**config.mk**
```make
export PLATFORM = sky130hd
export DESIGN_NAME = shc_ctrl
export DESIGN_NICKNAME = d
export VERILOG_FILES = /design/src/sv/shc_pkg.sv /design/src/sv/shc_ctrl.sv
export SDC_FILE = /design/constraint.sdc
export NUM_CORES = 1
export LEC_CHECK = 0
export ABC_AREA = 0
export BUFFER_PORTS_ARGS = -buffer_cell sky130_fd_sc_hd__buf_4
export CORE_AREA = 2 2 39 41
export DETAILED_ROUTE_END_ITERATION = 7
export DIE_AREA = 0 0 41 43
export GPL_ROUTABILITY_DRIVEN = 1
export PLACE_DENSITY_LB_ADDON = 0.3
export SLEW_MARGIN = 20
export SYNTH_ARGS = -nofsm -noshare
export SYNTH_HDL_FRONTEND = slang
export SYNTH_SLANG_ARGS = --single-unit
```
**constraint.sdc**
```tcl
create_clock -name clk_i -period 1.26 [get_ports clk_i]
set_input_delay 0 -clock clk_i [delete_from_list [all_inputs] [get_ports clk_i]]
set_output_delay 0 -clock clk_i [all_outputs]
set_load 0.01 [all_outputs]
```
**src/sv/shc_pkg.sv**
```systemverilog
`default_nettype none

package shc_pkg;

  // set and table geometry
  localparam int SET_WIDTH   = 64;
  localparam int PLUS_DEPTH  = 32;
  localparam int MINUS_DEPTH = 32;

  // port widths fixed by the item format
  localparam int SET_PORT_W = 64;
  localparam int MATCH_W    = 32;
  localparam int CFG_W      = 7;
  localparam int CFG_IW     = 1;

  // derived widths
  localparam int PLUS_AW     = (PLUS_DEPTH > 1) ? $clog2(PLUS_DEPTH) : 1;
  localparam int MINUS_AW    = (MINUS_DEPTH > 1) ? $clog2(MINUS_DEPTH) : 1;
  localparam int SCAN_DEPTH  = (PLUS_DEPTH > MINUS_DEPTH) ? PLUS_DEPTH : MINUS_DEPTH;
  localparam int SCAN_W      = (SCAN_DEPTH > 1) ? $clog2(SCAN_DEPTH) : 1;
  localparam int CNT_W       = $clog2(SCAN_DEPTH + 1);

  // register indexes
  localparam logic [CFG_IW-1:0] CFG_ATTR = 1'b0;
  localparam logic [CFG_IW-1:0] CFG_PROP = 1'b1;

  // reset values of the registers
  localparam logic [CFG_W-1:0] ATTR_RST = 7'd1;
  localparam logic [CFG_W-1:0] PROP_RST = 7'd0;

  // item operations
  typedef enum logic [1:0] {
    OP_CLEAR    = 2'd0,
    OP_PLUS     = 2'd1,
    OP_MINUS    = 2'd2,
    OP_CLASSIFY = 2'd3
  } op_e;

  // controller to datapath
  typedef struct packed {
    logic accept;
    logic scan_en;
    logic out_load;
  } cmd_t;

  // datapath to controller
  typedef struct packed {
    logic scan_last;
  } sts_t;

endpackage

`default_nettype wire

```
**src/sv/shc_ctrl.sv**
```systemverilog
`default_nettype none

module shc_ctrl (
  input  wire logic          clk_i,
  input  wire logic          rst_ni,
  input  wire logic          in_valid_i,
  output logic               in_stall_o,
  input  wire logic [1:0]    op_i,
  output logic               out_valid_o,
  input  wire logic          out_stall_i,
  output shc_pkg::cmd_t      cmd_o,
  input  wire shc_pkg::sts_t sts_i
);

  typedef enum logic [3:0] {
    S_IDLE  = 4'b0001,
    S_SCAN  = 4'b0010,
    S_DRAIN = 4'b0100,
    S_OUT   = 4'b1000
  } state_e;

  state_e state_q, state_d;
  logic   out_valid_q, out_valid_d;
  logic   accept;
  logic   out_load;

  // handshake
  assign in_stall_o  = (state_q != S_IDLE);
  assign accept      = in_valid_i && (state_q == S_IDLE);
  assign out_load    = (state_q == S_OUT) && (!out_valid_q || !out_stall_i);
  assign out_valid_o = out_valid_q;

  // commands
  assign cmd_o.accept   = accept;
  assign cmd_o.scan_en  = (state_q == S_SCAN);
  assign cmd_o.out_load = out_load;

  // next state
  always_comb begin
    state_d = state_q;
    unique case (state_q)
      S_IDLE: begin
        if (accept) begin
          state_d = (shc_pkg::op_e'(op_i) == shc_pkg::OP_CLASSIFY) ? S_SCAN : S_OUT;
        end
      end
      S_SCAN: begin
        if (sts_i.scan_last) begin
          state_d = S_DRAIN;
        end
      end
      S_DRAIN: begin
        state_d = S_OUT;
      end
      S_OUT: begin
        if (out_load) begin
          state_d = S_IDLE;
        end
      end
      default: begin
        state_d = S_IDLE;
      end
    endcase
  end

  // output valid
  always_comb begin
    out_valid_d = out_valid_q;
    if (out_load) begin
      out_valid_d = 1'b1;
    end else if (!out_stall_i) begin
      out_valid_d = 1'b0;
    end
  end

  always_ff @(posedge clk_i or negedge rst_ni) begin
    if (!rst_ni) begin
      state_q     <= S_IDLE;
      out_valid_q <= 1'b0;
    end else begin
      state_q     <= state_d;
      out_valid_q <= out_valid_d;
    end
  end

endmodule

`default_nettype wire

```
**Word-level counts from Yosys, hierarchy flattened**

Cells that the tools add are included.

- Input bits: 7
- Register bits: 5

- Equality and inequality tests: 10
- Mux-type cells: 7
- Reduce and logical (&&, ||, !) cells: 6

Operators with widths:

| cell | number |
|---|---|
| two-way mux 4 bit | 4 |
| case mux 4 bit (4 select lines) | 1 |
| equality test 4 x 1 -> 1 bit (second input constant) | 1 |
| equality test 4 x 2 -> 1 bit (second input constant) | 1 |
| equality test 4 x 3 -> 1 bit (second input constant) | 1 |
| equality test 4 bit (second input constant) | 1 |
| inequality test 2 x 1 -> 1 bit (second input constant) | 2 |
| inequality test 2 bit (second input constant) | 2 |
| inequality test 4 x 1 -> 1 bit (second input constant) | 1 |
| AND reduction 3 bit | 1 |
| equality test 2 bit (second input constant) | 1 |
| logical AND 1 bit | 2 |
| zero test 1 bit | 2 |
| two-way mux 1 bit | 2 |
| logical OR 1 bit | 1 |

**Depth between registers and ports, before layout**

- Word-level depth: 5
- Depth in mapped cells: 4
- Mapped depth without buffers: 3

**Least setup slack after synthesis**

OpenSTA, ideal clock, no wires.

- Path type: register to register
- From: register state_q[0]
- To: register state_q[3]
- Cell stages (with the launch flop): 4
- Clock period less this slack: 0.996 ns
- Slack: 0.264 ns
- Setup time: 0.078 ns
- Arrival: 0.918 ns
- Path buffers: 0
- Cells stage by stage: dfstp_2 -> nor2b_2 -> nand3_2 -> o2bb2ai_1

- Longest elaborated chain between the ends: 4

RTL lines:

| item | RTL line | source |
|---|---|---|
| from (decl) | shc_ctrl.sv:22 | `state_e state_q, state_d;` |
| from (signal assigned) | shc_ctrl.sv:81 | `state_q <= state_d;` |
| equality test 4 bit / equality test 4 x 1 -> 1 bit (equally long branches) | shc_ctrl.sv:30, shc_ctrl.sv:41, shc_ctrl.sv:29 |  |
| logical AND 1 bit (on tied branches) | shc_ctrl.sv:30, shc_ctrl.sv:29 |  |
| inequality test 2 bit (no source line) | - |  |
| AND reduction 3 bit (no source line) | - |  |

Several ways; a longest one is shown, not always the timed one.
A chain may end at the register's enable or synchronous reset.

==> flow_summary.ini <==
[status]
status = finished clean

[timing]
whs_ps = 14.0
period_minus_slack_ps = 1220
worst_slew_pin_slew_ps = 223
fin_ws_ps = 43.1
setup_viol = 0
finalHoldViolations = 0
clock.fmax_ghz = 0.822
worst_clock_skew_ps = 1.54
timing_max_transition_violations_final = 0
grt_setup_unrepaired = yes
slew_headroom_pct = 84.7
fin_crit_sh_pct = 96.6

[layout]
mostFrequentLayoutCells = 13 x buf_4, 5 x nand2_1, 4 x dfrtp_1
layout-drive-gt1-share_pct = 51.1
fillCellCount = 155
syn2layout_area_growth_pct = 56.8
mostFrequentLayoutCell = buf_4
multiInputGateArea_sq_um = 141
stdcell_area_sq_um = 449
final-seq-area_sq_um = 126
final_nets = 55
diodes = 0
final_util_pct = 32.5

[floorplan]
dieArea_sq_um = 1760
pin_count = 12
placementRows = 14
initial_core_util_pct = 20.7
die_y_um = 43
design.core.area_sq_um = 1380
die_w_um = 41

[worst_setup_path]
r2r_start = state_q[0]$_DFFE_PN1P_
worst-setup-path-type = flip-flop to primary output
cp_cell_sequence = nor2_2 > nand3b_1 > a21oi_2 > buf_4
cp_top_family = flip-flops
arrival_ps = 1220
cp_slowest_stage_delay_ps = 420
reg2regPathDepth = 4
rr_endpoint = state_q[3]$_DFFE_PN0P_
r2r_slack_ps = 110
crit_cells = 4
cp_max_fo = 3
critPathBufInv = 1
cp-endpoint = cmd_o[0]
critPathLaunch = state_q[1]$_DFFE_PN0P_
slowest_stage = dfrtp_1
cp.required_ps = 1260
worstSetupEndpointType = primary output
cp-start-kind = flip-flop

[clocking]
cts-root-buf = clkbuf_4
clockBufferDepth = 2
cts_sinks = 5
clk_latency_ps = 250
cts_made_buffers = 3
cts_tree = done
h-tree-depth = 1
cts.clk_slew.worst_paths_ps = 40

[routing]
viasPerCell = 4.16
antenna_left = 0
finalWirelength_um = 633
vias = 262
first_iter_violations = 3
first_pass_iters = 4
drc = 0
wire_per_inst_um = 10.0

[pwr]
finalPower_w = 0.000573
vdd_drop_max_v = 0.000380
power.density_nw_per_um2 = 1280
leakage_nw = 0.239

[synth]
syn_area_per_cell_sq_um = 9.55
yosysWarnings = 0
syn_area_sq_um = 287
syn_nets = 37
synth_top_area_share_pct = 34.9
synth-edff-count = 0
synth_cell_types = 20
ys_ff_latch = 5
ys_top_cells_by_area = dfrtp_1 35%, dfstp_2 9.2%, buf_4 7.9%
synthCells = 30
synth_async_sr_flop_share_pct = 100
synthFlopType = dfrtp_1
synth_area_leader_cell = dfrtp_1
ys_seq_area_share_pct = 44.1

[place]
gp_congestion = 0.738
hpwl_um = 446
pre_cts_slack_ps = 201
place_area_sq_um = 367
io_buffers = 11

[global_route]
grt_first_pass_wirelength_um = 1010
antenna_found_initial = 0
globalRouteOverflowTotal = 0
grt_max_degree = 6
grt_use_total_pct = 9.59
grt_pass1_vias = 241

[min_path]
hp-class = input pin to flip-flop
hold_start = in_valid_i

[run]
drv_cap = 0
[per-layer routing]
layer	global-route usage [%]	wire length, um
met4	12.0	27
met3	3.14	26
met2	12.8	340
met1	9.80	239
met5	0	0
[cells in the mapped netlist (2+ instances only)]
cell type and count:
inv_1 2, nand2_1 5, buf_4 3, dfrtp_1 4
[how the worst min path moves through the flow]
stage / to / slack, ps / depth (start not counted)
after floorplan: out_valid_o$_DFFE_PN0P_ / -300 / 0
after global placement: out_valid_o$_DFFE_PN0P_ / -190 / 1
after detailed placement: out_valid_o$_DFFE_PN0P_ / -190 / 1
after CTS: state_q[0]$_DFFE_PN1P_ / 7 / 3
after global routing: state_q[1]$_DFFE_PN0P_ / 30 / 3
final: state_q[0]$_DFFE_PN1P_ / 10 / 3
[flip-flops by register name, summed over array words and instances (netlist names)]
signal       count
out_valid_o      1
state_q          4
[area by class of cell]
type	instances	area share, %
multi-input cells	20	31.5
well taps	16	4.46
clock buffers	4	5.85
repair buffers	16	28.4
inverters	2	1.67
flip-flops and latches	5	28.1
[metrics by stage]
stage               TNS [ps]  std cells
floorplan                  0         30
global route           -40.1         63
finish                     0         63
detailed placement         0         54
global placement           0         54
CTS                    -19.9         61
[worst min-delay path: cells and delay by family]
kind / cells / cell delay [ps]
AOI/OAI and AO/OA: 2 / 160
buffers and inverters: 1 / 90
[logic make-up after synthesis]
group | count (synthesis) | share of synthesized area (%)
AOI/OAI and AO/OA | 5 | 14.4
and+or+nand+nor | 14 | 27.5
DFF | 5 | 44.1
buffers and inverters | 5 | 10.5
muxes | 1 | 3.49
[power by group]
| group | internal [W] | total, W | switching (W) |
|---|---|---|---|
| clock | 0.000120 | 0.000189 | 0.0000689 |
| sequential | 0.000186 | 0.000207 | 0.0000211 |
| combinational | 0.0000995 | 0.000177 | 0.0000776 |
[timing repair]
action,in CTS,in global routing
hold endpoints to repair,7,0
setup buffers,0,2
hold buffers,3,0
pin swaps,0,2
resized for setup,0,4
setup endpoints to repair,2,3
Note: power is estimated with default switching activity, not from simulation.
