[config.mk]
export PLATFORM = sky130hd
export DESIGN_NAME = shc_dp
export DESIGN_NICKNAME = d
export VERILOG_FILES = /design/src/sv/shc_pkg.sv /design/src/sv/shc_ram.sv /design/src/sv/shc_dp.sv
export SDC_FILE = /design/constraint.sdc
export NUM_CORES = 2
export LEC_CHECK = 0
export BUFFER_PORTS_ARGS = -buffer_cell sky130_fd_sc_hd__buf_4
export CAP_MARGIN = 20
export CORE_MARGIN = 2
export CORE_UTILIZATION = 40
export CTS_BUF_LIST = sky130_fd_sc_hd__clkbuf_4 sky130_fd_sc_hd__clkbuf_8
export DETAILED_ROUTE_END_ITERATION = 12
export HOLD_SLACK_MARGIN = 0.05
export PLACE_DENSITY = 0.54
export SLEW_MARGIN = 20
export SYNTH_ARGS = -nofsm -noshare
export SYNTH_HDL_FRONTEND = slang
export SYNTH_SLANG_ARGS = --single-unit
[constraint.sdc]
create_clock -name clk_i -period 6 [get_ports clk_i]
set_clock_uncertainty 0.2 [all_clocks]
set_input_delay 0.6 -clock clk_i [delete_from_list [all_inputs] [get_ports clk_i]]
set_output_delay 0.6 -clock clk_i [all_outputs]
set_load 0.02 [all_outputs]
[src/sv/shc_pkg.sv]
`default_nettype none

package shc_pkg;

  // set and table geometry
  localparam int SET_WIDTH   = 64;
  localparam int PLUS_DEPTH  = 32;
  localparam int MINUS_DEPTH = 32;

  // port widths fixed by the item format
  localparam int SET_PORT_W = 64;
  localparam int MATCH_W    = 32;
  localparam int CFG_W      = 7;
  localparam int CFG_IW     = 1;

  // derived widths
  localparam int PLUS_AW     = (PLUS_DEPTH > 1) ? $clog2(PLUS_DEPTH) : 1;
  localparam int MINUS_AW    = (MINUS_DEPTH > 1) ? $clog2(MINUS_DEPTH) : 1;
  localparam int SCAN_DEPTH  = (PLUS_DEPTH > MINUS_DEPTH) ? PLUS_DEPTH : MINUS_DEPTH;
  localparam int SCAN_W      = (SCAN_DEPTH > 1) ? $clog2(SCAN_DEPTH) : 1;
  localparam int CNT_W       = $clog2(SCAN_DEPTH + 1);

  // register indexes
  localparam logic [CFG_IW-1:0] CFG_ATTR = 1'b0;
  localparam logic [CFG_IW-1:0] CFG_PROP = 1'b1;

  // reset values of the registers
  localparam logic [CFG_W-1:0] ATTR_RST = 7'd1;
  localparam logic [CFG_W-1:0] PROP_RST = 7'd0;

  // item operations
  typedef enum logic [1:0] {
    OP_CLEAR    = 2'd0,
    OP_PLUS     = 2'd1,
    OP_MINUS    = 2'd2,
    OP_CLASSIFY = 2'd3
  } op_e;

  // controller to datapath
  typedef struct packed {
    logic accept;
    logic scan_en;
    logic out_load;
  } cmd_t;

  // datapath to controller
  typedef struct packed {
    logic scan_last;
  } sts_t;

endpackage

`default_nettype wire

[src/sv/shc_ram.sv]
`default_nettype none

module shc_ram #(
  parameter int WIDTH = 64,
  parameter int DEPTH = 32,
  parameter int AW    = (DEPTH > 1) ? $clog2(DEPTH) : 1
) (
  input  wire logic             clk_i,
  input  wire logic             we_i,
  input  wire logic [AW-1:0]    waddr_i,
  input  wire logic [WIDTH-1:0] wdata_i,
  input  wire logic [AW-1:0]    raddr_i,
  output logic      [WIDTH-1:0] rdata_o
);

  logic [WIDTH-1:0] mem_q [DEPTH];

  // one write port, registered read port
  always_ff @(posedge clk_i) begin
    if (we_i) begin
      mem_q[waddr_i] <= wdata_i;
    end
    rdata_o <= mem_q[raddr_i];
  end

endmodule

`default_nettype wire

[src/sv/shc_dp.sv]
`default_nettype none

module shc_dp (
  input  wire logic                                clk_i,
  input  wire logic                                rst_ni,
  input  wire logic                                cfg_we_i,
  input  wire logic [shc_pkg::CFG_IW-1:0]          cfg_index_i,
  input  wire logic [shc_pkg::CFG_W-1:0]           cfg_data_i,
  input  wire logic [1:0]                          op_i,
  input  wire logic [shc_pkg::SET_PORT_W-1:0]      set_bits_i,
  input  wire shc_pkg::cmd_t                       cmd_i,
  output shc_pkg::sts_t                            sts_o,
  output logic                                     status_o,
  output logic      [shc_pkg::MATCH_W-1:0]         plus_match_o,
  output logic      [shc_pkg::MATCH_W-1:0]         minus_match_o,
  output logic      [shc_pkg::SET_PORT_W-1:0]      activity_set_o
);

  localparam int SW = shc_pkg::SET_WIDTH;

  // configuration
  logic [shc_pkg::CFG_W-1:0] attr_q, prop_q;

  // item registers
  shc_pkg::op_e              op_q;
  logic [SW-1:0]             ex_q;
  logic                      status_q;

  // table fill counts
  logic [shc_pkg::CNT_W-1:0] plus_used_q, plus_used_d;
  logic [shc_pkg::CNT_W-1:0] minus_used_q, minus_used_d;

  // scan state
  logic [shc_pkg::SCAN_W-1:0] k_q, rd_idx_q;
  logic                       rd_valid_q;
  logic [shc_pkg::MATCH_W-1:0] pm_q, mm_q;
  logic [SW-1:0]              merged_q;

  // memory ports
  logic                       plus_we, minus_we;
  logic [SW-1:0]              plus_rdata, minus_rdata;

  // match logic
  logic                       plus_hit, minus_hit;
  logic [shc_pkg::MATCH_W-1:0] idx_bit;
  logic                       plus_full, minus_full;
  shc_pkg::op_e               op_in;

  // conflict pair clearing
  logic [SW-1:0]              pair_start;
  logic [SW-1:0]              cleared;
  logic [7:0]                 pair_end;
  logic [7:0]                 attr_w;

  assign op_in      = shc_pkg::op_e'(op_i);
  assign plus_full  = (plus_used_q == shc_pkg::CNT_W'(shc_pkg::PLUS_DEPTH));
  assign minus_full = (minus_used_q == shc_pkg::CNT_W'(shc_pkg::MINUS_DEPTH));
  assign plus_we    = cmd_i.accept && (op_in == shc_pkg::OP_PLUS) && !plus_full;
  assign minus_we   = cmd_i.accept && (op_in == shc_pkg::OP_MINUS) && !minus_full;

  shc_ram #(
    .WIDTH (SW),
    .DEPTH (shc_pkg::PLUS_DEPTH)
  ) u_plus_ram (
    .clk_i   (clk_i),
    .we_i    (plus_we),
    .waddr_i (plus_used_q[shc_pkg::PLUS_AW-1:0]),
    .wdata_i (set_bits_i[SW-1:0]),
    .raddr_i (k_q[shc_pkg::PLUS_AW-1:0]),
    .rdata_o (plus_rdata)
  );

  shc_ram #(
    .WIDTH (SW),
    .DEPTH (shc_pkg::MINUS_DEPTH)
  ) u_minus_ram (
    .clk_i   (clk_i),
    .we_i    (minus_we),
    .waddr_i (minus_used_q[shc_pkg::MINUS_AW-1:0]),
    .wdata_i (set_bits_i[SW-1:0]),
    .raddr_i (k_q[shc_pkg::MINUS_AW-1:0]),
    .rdata_o (minus_rdata)
  );

  // configuration writes
  always_ff @(posedge clk_i or negedge rst_ni) begin
    if (!rst_ni) begin
      attr_q <= shc_pkg::ATTR_RST;
      prop_q <= shc_pkg::PROP_RST;
    end else if (cfg_we_i) begin
      unique case (cfg_index_i)
        shc_pkg::CFG_ATTR: attr_q <= cfg_data_i;
        shc_pkg::CFG_PROP: prop_q <= cfg_data_i;
        default: begin
        end
      endcase
    end
  end

  // fill counts follow clear and append items
  always_comb begin
    plus_used_d  = plus_used_q;
    minus_used_d = minus_used_q;
    if (cmd_i.accept && (op_in == shc_pkg::OP_CLEAR)) begin
      plus_used_d  = '0;
      minus_used_d = '0;
    end
    if (plus_we) begin
      plus_used_d = plus_used_q + 1'b1;
    end
    if (minus_we) begin
      minus_used_d = minus_used_q + 1'b1;
    end
  end

  // scan counter and read pipeline control
  always_ff @(posedge clk_i or negedge rst_ni) begin
    if (!rst_ni) begin
      plus_used_q  <= '0;
      minus_used_q <= '0;
      k_q          <= '0;
      rd_valid_q   <= 1'b0;
    end else begin
      plus_used_q  <= plus_used_d;
      minus_used_q <= minus_used_d;
      rd_valid_q   <= cmd_i.scan_en;
      if (cmd_i.accept) begin
        k_q <= '0;
      end else if (cmd_i.scan_en) begin
        k_q <= k_q + 1'b1;
      end
    end
  end

  assign sts_o.scan_last = (k_q == shc_pkg::SCAN_W'(shc_pkg::SCAN_DEPTH - 1));

  // subset test on the entry read last cycle
  assign plus_hit  = (shc_pkg::CNT_W'(rd_idx_q) < plus_used_q) &&
                     ((plus_rdata & ~ex_q) == '0);
  assign minus_hit = (shc_pkg::CNT_W'(rd_idx_q) < minus_used_q) &&
                     ((minus_rdata & ~ex_q) == '0);
  assign idx_bit   = shc_pkg::MATCH_W'(1) << rd_idx_q;

  // item latch and match accumulation
  always_ff @(posedge clk_i) begin
    if (cmd_i.accept) begin
      op_q     <= op_in;
      ex_q     <= set_bits_i[SW-1:0];
      status_q <= ((op_in == shc_pkg::OP_PLUS) && plus_full) ||
                  ((op_in == shc_pkg::OP_MINUS) && minus_full);
      pm_q     <= '0;
      mm_q     <= '0;
      merged_q <= '0;
    end else if (rd_valid_q) begin
      if (plus_hit) begin
        pm_q <= pm_q | idx_bit;
      end
      if (minus_hit) begin
        mm_q <= mm_q | idx_bit;
      end
      merged_q <= merged_q | (plus_hit ? plus_rdata : '0) | (minus_hit ? minus_rdata : '0);
    end
    if (cmd_i.scan_en) begin
      rd_idx_q <= k_q;
    end
  end

  // mark pair starts and clear conflicting pairs
  assign attr_w   = {1'b0, attr_q};
  assign pair_end = {1'b0, attr_q} + {1'b0, prop_q};

  always_comb begin
    for (int j = 0; j < SW; j++) begin
      pair_start[j] = (8'(j) >= attr_w) && (8'(j) < pair_end) && (1'(j) == attr_q[0]);
    end
  end

  always_comb begin
    cleared = merged_q;
    for (int j = 0; j < SW - 1; j++) begin
      if (pair_start[j] && merged_q[j] && merged_q[j+1]) begin
        cleared[j]   = 1'b0;
        cleared[j+1] = 1'b0;
      end
    end
  end

  // result register
  always_ff @(posedge clk_i) begin
    if (cmd_i.out_load) begin
      status_o <= status_q;
      if (op_q == shc_pkg::OP_CLASSIFY) begin
        plus_match_o   <= pm_q;
        minus_match_o  <= mm_q;
        activity_set_o <= shc_pkg::SET_PORT_W'(ex_q & cleared);
      end else begin
        plus_match_o   <= '0;
        minus_match_o  <= '0;
        activity_set_o <= '0;
      end
    end
  end

endmodule

`default_nettype wire

# ---- Word-level counts from Yosys, hierarchy flattened
# Memory sizes are Yosys's and may differ from the RTL's. A register that Yosys moved wholly into a read port is not among the register bits.
# Cells that the tools add are included.
dict set report totals {
  regBits 361
  ram_bits 4096
  in_bits 80
  output_inout_bits 130
  elab_cells 516
  mem_count 2
}
dict set report op_classes {
  n_addsub 4
  n_lt_le_gt_ge 128
  eq_ne 6
  shift 1
  n_mux 74
  bitwise 10
  reduce_logical 274
}
# name words word_bits read_ports rd_clocked_by_memory_dff write_ports line_no
set mem_list {}
lappend mem_list {u_minus_ram.mem_q 32 64 1 1 1 shc_ram.sv:16} ;# logic [WIDTH-1:0] mem_q [DEPTH];
lappend mem_list {u_plus_ram.mem_q 32 64 1 1 1 shc_ram.sv:16}
# cell n
set op_table {}
lappend op_table {{1-bit logical AND} 261}
lappend op_table {{6-bit by 8-bit < comparator with 1-bit output, first input constant} 31}
lappend op_table {{6-bit by 7-bit >= comparator with 1-bit output, first input constant} 31}
lappend op_table {{64-bit AND} 3}
lappend op_table {{64-bit logical NOT} 2}
lappend op_table {{5-bit by 8-bit < comparator with 1-bit output, first input constant} 16}
lappend op_table {{64-bit two-way mux} 2}
lappend op_table {{64-bit OR} 2}
lappend op_table {{2-bit two-way mux} 63}
lappend op_table {{5-bit by 7-bit >= comparator with 1-bit output, first input constant} 16}
lappend op_table {{4-bit by 8-bit < comparator with 1-bit output, first input constant} 8}
lappend op_table {{64-bit inverter} 1}
lappend op_table {{32-bit OR} 2}
lappend op_table {{4-bit by 7-bit >= comparator with 1-bit output, first input constant} 8}
lappend op_table {{3-bit by 8-bit < comparator with 1-bit output, first input constant} 4}
lappend op_table {{1-bit by 5-bit << shifter with 32-bit output, first input constant} 1}
lappend op_table {{3-bit by 7-bit >= comparator with 1-bit output, first input constant} 4}
lappend op_table {{6-bit two-way mux} 3}
lappend op_table {{1-bit by 8-bit < comparator with 1-bit output, first input constant} 2}
lappend op_table {{2-bit by 8-bit < comparator with 1-bit output, first input constant} 2}
lappend op_table {{1-bit by 7-bit >= comparator with 1-bit output, first input constant} 2}
lappend op_table {{2-bit by 7-bit >= comparator with 1-bit output, first input constant} 2}
lappend op_table {{6-bit by 1-bit adder with 6-bit output, second input constant} 2}
lappend op_table {{6-bit == test, second input constant} 2}
lappend op_table {{14 further kinds} 27}

# ---- Longest topological paths before layout
dict set report logic_depth {
  depth_word 70
  mapped_depth 12
  mapped_depth_nobuf 8
}

# ---- Cells and area by module
# A second synthesis with hierarchy kept.
dict set report unflattened {
  cells_unflattened 7870
  area_unflattened_um2 174931.5
}
# mod n_inst cells_per_inst area_per_inst_um2 seq_area_each_um2
set modules_own_cells {}
lappend modules_own_cells {{shc_ram at u_minus_ram} 1 3096 78968.2 62780.2}
lappend modules_own_cells {{shc_ram at u_plus_ram} 1 3097 78964.5 62780.2}
lappend modules_own_cells {shc_dp 1 1677 16998.8 9400.3}

# ---- Least setup slack after synthesis
# No wires, ideal clock.
dict set report synth_timing {
  path_kind {register to register}
  start {register plus_used_q[3] (netlist bit)}
  end {memory u_plus_ram.mem_q[15][0], enable pin}
  setup_time_ns 0.487
  t_arrival_ns 4.218
  required_ns 5.313
  slack_ns 1.096
  path_stages_with_launch 8
  path_buffers 2
  period_less_slack_ns 4.904
  cell_sequence {dfrtp_1 clkbuf_1 inv_1 nand4_1 and4b_1 clkbuf_1 nand2_1 nor2_1}
}
dict set report synth_via {
  elab_chain_len 5
}
# item line_no
set synth_lines {}
lappend synth_lines {{from (decl)} shc_dp.sv:30} ;# logic [shc_pkg::CNT_W-1:0] plus_used_q, plus_used_d;
lappend synth_lines {{from (signal assigned)} shc_dp.sv:124} ;# plus_used_q <= plus_used_d;
lappend synth_lines {{6-bit == test} shc_dp.sv:56} ;# assign plus_full = (plus_used_q == shc_pkg::CNT_W'(shc_pkg::PLUS_DEPTH));
lappend synth_lines {{1-bit logical NOT} shc_dp.sv:58} ;# assign plus_we = cmd_i.accept && (op_in == shc_pkg::OP_PLUS) && !plus_full;
lappend synth_lines {{1-bit logical AND} shc_dp.sv:58}
lappend synth_lines {{1-bit two-way mux} shc_ram.sv:20} ;# if (we_i) begin
lappend synth_lines {{1-bit two-way mux (implied by the code)} shc_ram.sv:21} ;# mem_q[waddr_i] <= wdata_i;
lappend synth_lines {{to (decl)} shc_ram.sv:16}
# Parallel ways exist; a longest one is shown, timed or not.

# ---- Worst setup path after layout
dict set report layout_timing {
  start {register rd_idx_q[4] (netlist bit)}
  end {register pm_q[14] (netlist bit)}
}
dict set report layout_via {
  elab_chain_len 3
  word_cells_on_any_way 5
  classes_between {order compare (1); shift (1); bitwise (1); reduce/logical (2)}
}
# item line_no
set layout_lines {}
lappend layout_lines {{from (decl)} shc_dp.sv:34} ;# logic [shc_pkg::SCAN_W-1:0] k_q, rd_idx_q;
lappend layout_lines {{from (signal assigned)} shc_dp.sv:164} ;# rd_idx_q <= k_q;
lappend layout_lines {{5-bit by 6-bit < comparator with 1-bit output} shc_dp.sv:138} ;# assign plus_hit = (shc_pkg::CNT_W'(rd_idx_q) < plus_used_q) &&
lappend layout_lines {{1-bit logical AND} shc_dp.sv:138}
lappend layout_lines {{2-bit AND reduction (no line)} n/a}
lappend layout_lines {{to (signal assigned)} shc_dp.sv:156} ;# pm_q <= pm_q | idx_bit;
lappend layout_lines {{to (decl)} shc_dp.sv:36} ;# logic [shc_pkg::MATCH_W-1:0] pm_q, mm_q;
# Parallel ways exist; a longest one is shown, timed or not.
# A chain may end at the register's enable or synchronous reset.

==> impl_metrics.ini <==
[outcome]
status = finished, final reports clean

[routing]
firstDrtPassIters = 6
drc = 0
vias = 88474
viasPerCell = 5.93
final_antenna_net_count = 0
drt_first_iter_violations = 10793
wl_per_cell_um = 36.0
wl_um = 538000

[layout]
fin_nets = 8677
final_cell_mix = 4297 x edfxtp_1, 1280 x mux4_2, 775 x clkbuf_8
syn_to_final_growth_pct = 15.3
drive_above_1_share = 0.349
final_common_cell = edfxtp_1

[yosys]
ys_types = 68
synth_area_mm2 = 0.174
synth_warnings = 0
netlist_instances = 7687
synth_ff_type = edfxtp_1
ys_seq_area_frac = 0.775
avgSynthCellArea_um2 = 22.7
synth.net_count = 7793
ys_seq_elements = 4585
synth_edf_count = 4297
synth-async-reset-ratio = 0.00698

[floorplanning]
dieHeight_um = 664
die_x_um = 664
rows = 242
coreArea_mm2 = 0.434
start_util = 0.401
ioPinCount = 210
die_area_mm2 = 0.441

[place]
dp_hpwl_um = 304000
gp_congestion = 0.962
dpl_worst_slack_ps = 1580
io_buffers = 209

[critical_path]
crit_slowest_cell = o2111a_4
path_cells = ha_1 > nand3b_1 > nand3_1 > nor3_1 > o2111a_4 > buf_4 > nand4_1 > a21oi_1
crit_type = reg -> reg
critical_path.max_stage_delay_ps = 1100
cp_data_arrival_time_ps = 5490
timing.rr.start = rd_idx_q[4]
path_delay_family = simple AND/OR/NAND/NOR gates
cp_num_buf_inv = 1
cp-startpoint = rd_idx_q[4]
start_kind = register
crit_required_ps = 6930
critical_path.max_fanout = 79
critPathCaptureType = register

[global_routing]
grt.overflow.total = 0
grt_usage = 0.240
grt_pass1_vias = 88641
grt_first_pass_wirelength_um = 733000
antenna_found_initial = 54
grt_start_max_net_pins = 96

[clock_network]
cts_buffer_depth = 4
path_clk_slew_ps = 60
clock_sinks = 4585
clockRootBuffer = clkbuf_8
cts_tree = done
insertion_delay_ps = 1250
h-tree-depth = 6
numCtsBuffers = 737

[timing]
max_freq_mhz = 219
setup_slack_ps = 1440
fin_crit_sh = 0.760
setup_violations = 0
tightest_slew_ps = 1140
relSlewSlack = 0.241
rsz0062_at_grt = false
slew_viol_final = 0
period_needed_ps = 4560
totalNegativeSetupSlack_ps = 0
hold_viol_final = 0

[pwr]
power_density_mw_per_mm2 = 337
ir_worst_vdd_mv = 0.240
leakage_nw = 61.8

[hold_path]
hold_class = in -> reg
hold_start = set_bits_i[7]

[run]
cap_viol_max_count = 0
[metal layers]
| metal | GRT usage | share of wire |
|---|---|---|
| met2 | 0.378 | 0.47 |
| met1 | 0.337 | 0.41 |
| met4 | 0.0899 | 0.041 |
| met3 | 0.0392 | 0.075 |
| met5 | 0 | 0.00017 |
[per-stage QoR]
step | power [mW] | util | cell area, um2 | instances | hold WS [ps]
6_report | 67.7 | 0.463 | 201000 | 14932 | 218
5_1_grt | 69.9 | 0.463 | 201000 | 14925 | 181
4_1_cts | 68.3 | 0.462 | 201000 | 14910 | 81.7
3_5_place_dp | 41.1 | 0.426 | 185000 | 13468 | 212
3_3_place_gp | 41.0 | 0.426 | 185000 | 13468 | 212
2_1_floorplan | 38.9 | - | 174000 | 7687 | 104
[cells by family after synthesis]
kind of cell | count (synthesis) | synth area share
mux | 1424 | 0.175
fa+ha+maj | 26 | 0.00191
compound gates | 467 | 0.0165
flops | 4585 | 0.775
simple gates | 616 | 0.0181
xor+xnor | 5 | 0.000251
buf+inv | 564 | 0.0138
[synth_stat cells, types with 29 or more instances]
cell type	count	share of area
a211oi_1	64	0.0028
a21oi_1	188	0.0054
a31oi_1	74	0.0027
buf_1	30	0.00065
buf_2	112	0.0032
clkbuf_1	258	0.0056
dfrtp_1	31	0.0045
dfxtp_1	256	0.029
edfxtp_1	4297	0.74
inv_1	140	0.0030
mux2_2	141	0.0091
mux4_2	1280	0.17
nand2_1	44	0.00095
nand2b_1	29	0.0010
nand3_1	181	0.0052
nand4_1	85	0.0031
nor2_1	164	0.0035
nor2b_1	44	0.0016
o21ai_0	46	0.0013
[registers in the layout (all words and copies together), names as in the netlist, 7 cells and up]
register,flops
u_plus_ram.rdata_o,64
u_minus_ram.mem_q,2048
prop_q,7
mm_q,32
pm_q,32
attr_q,7
ex_q,64
activity_set_o,64
minus_match_o,32
u_plus_ram.mem_q,2048
merged_q,64
u_minus_ram.rdata_o,64
plus_match_o,32
[where the power goes]
group	leakage (nW)	switching, mW	internal (mW)	total [mW]
logic	12.5	2.75	1.94	4.69
registers	41.4	0.464	35.3	35.8
clock network	7.97	12.5	14.8	27.3
[cell type report]
cell class              instances  area (um2)
fillers                     36114      233000
well taps                    5734        7170
repair buffers                569        5720
multi-input cells            2538       37400
flip-flops and latches       4585      135000
clock inverters               245        1880
diodes                         22        55.1
clock buffers                1099       13100
inverters                     140         526
[final timing paths]
check                                    endpoint  slack [ps]  cells after the start
max                                      pm_q[14]        1440                      8
min                        u_plus_ram.mem_q[4][7]         220                      2
max reg2reg                              pm_q[14]        1440                      8
min reg2reg                              status_o         230                      0
max in group asynchronous                  k_q[0]        4840                      4
min in group asynchronous               attr_q[0]         480                      3
[worst register-to-register path: stages, from the launching register on]
cell and delay, ps:
edfxtp_1 690, ha_1 360, nand3b_1 110, nand3_1 360, nor3_1 860, o2111a_4 1110
buf_4 430, nand4_1 110, a21oi_1 200
[timing repair]
item                      4_1_cts  5_1_grt
gates resized for setup         0        0
hold buffers                   98        0
hold endpoints to repair     4418        0
setup buffers                   0        0
No activity file was read; power rests on OpenSTA's default activity.
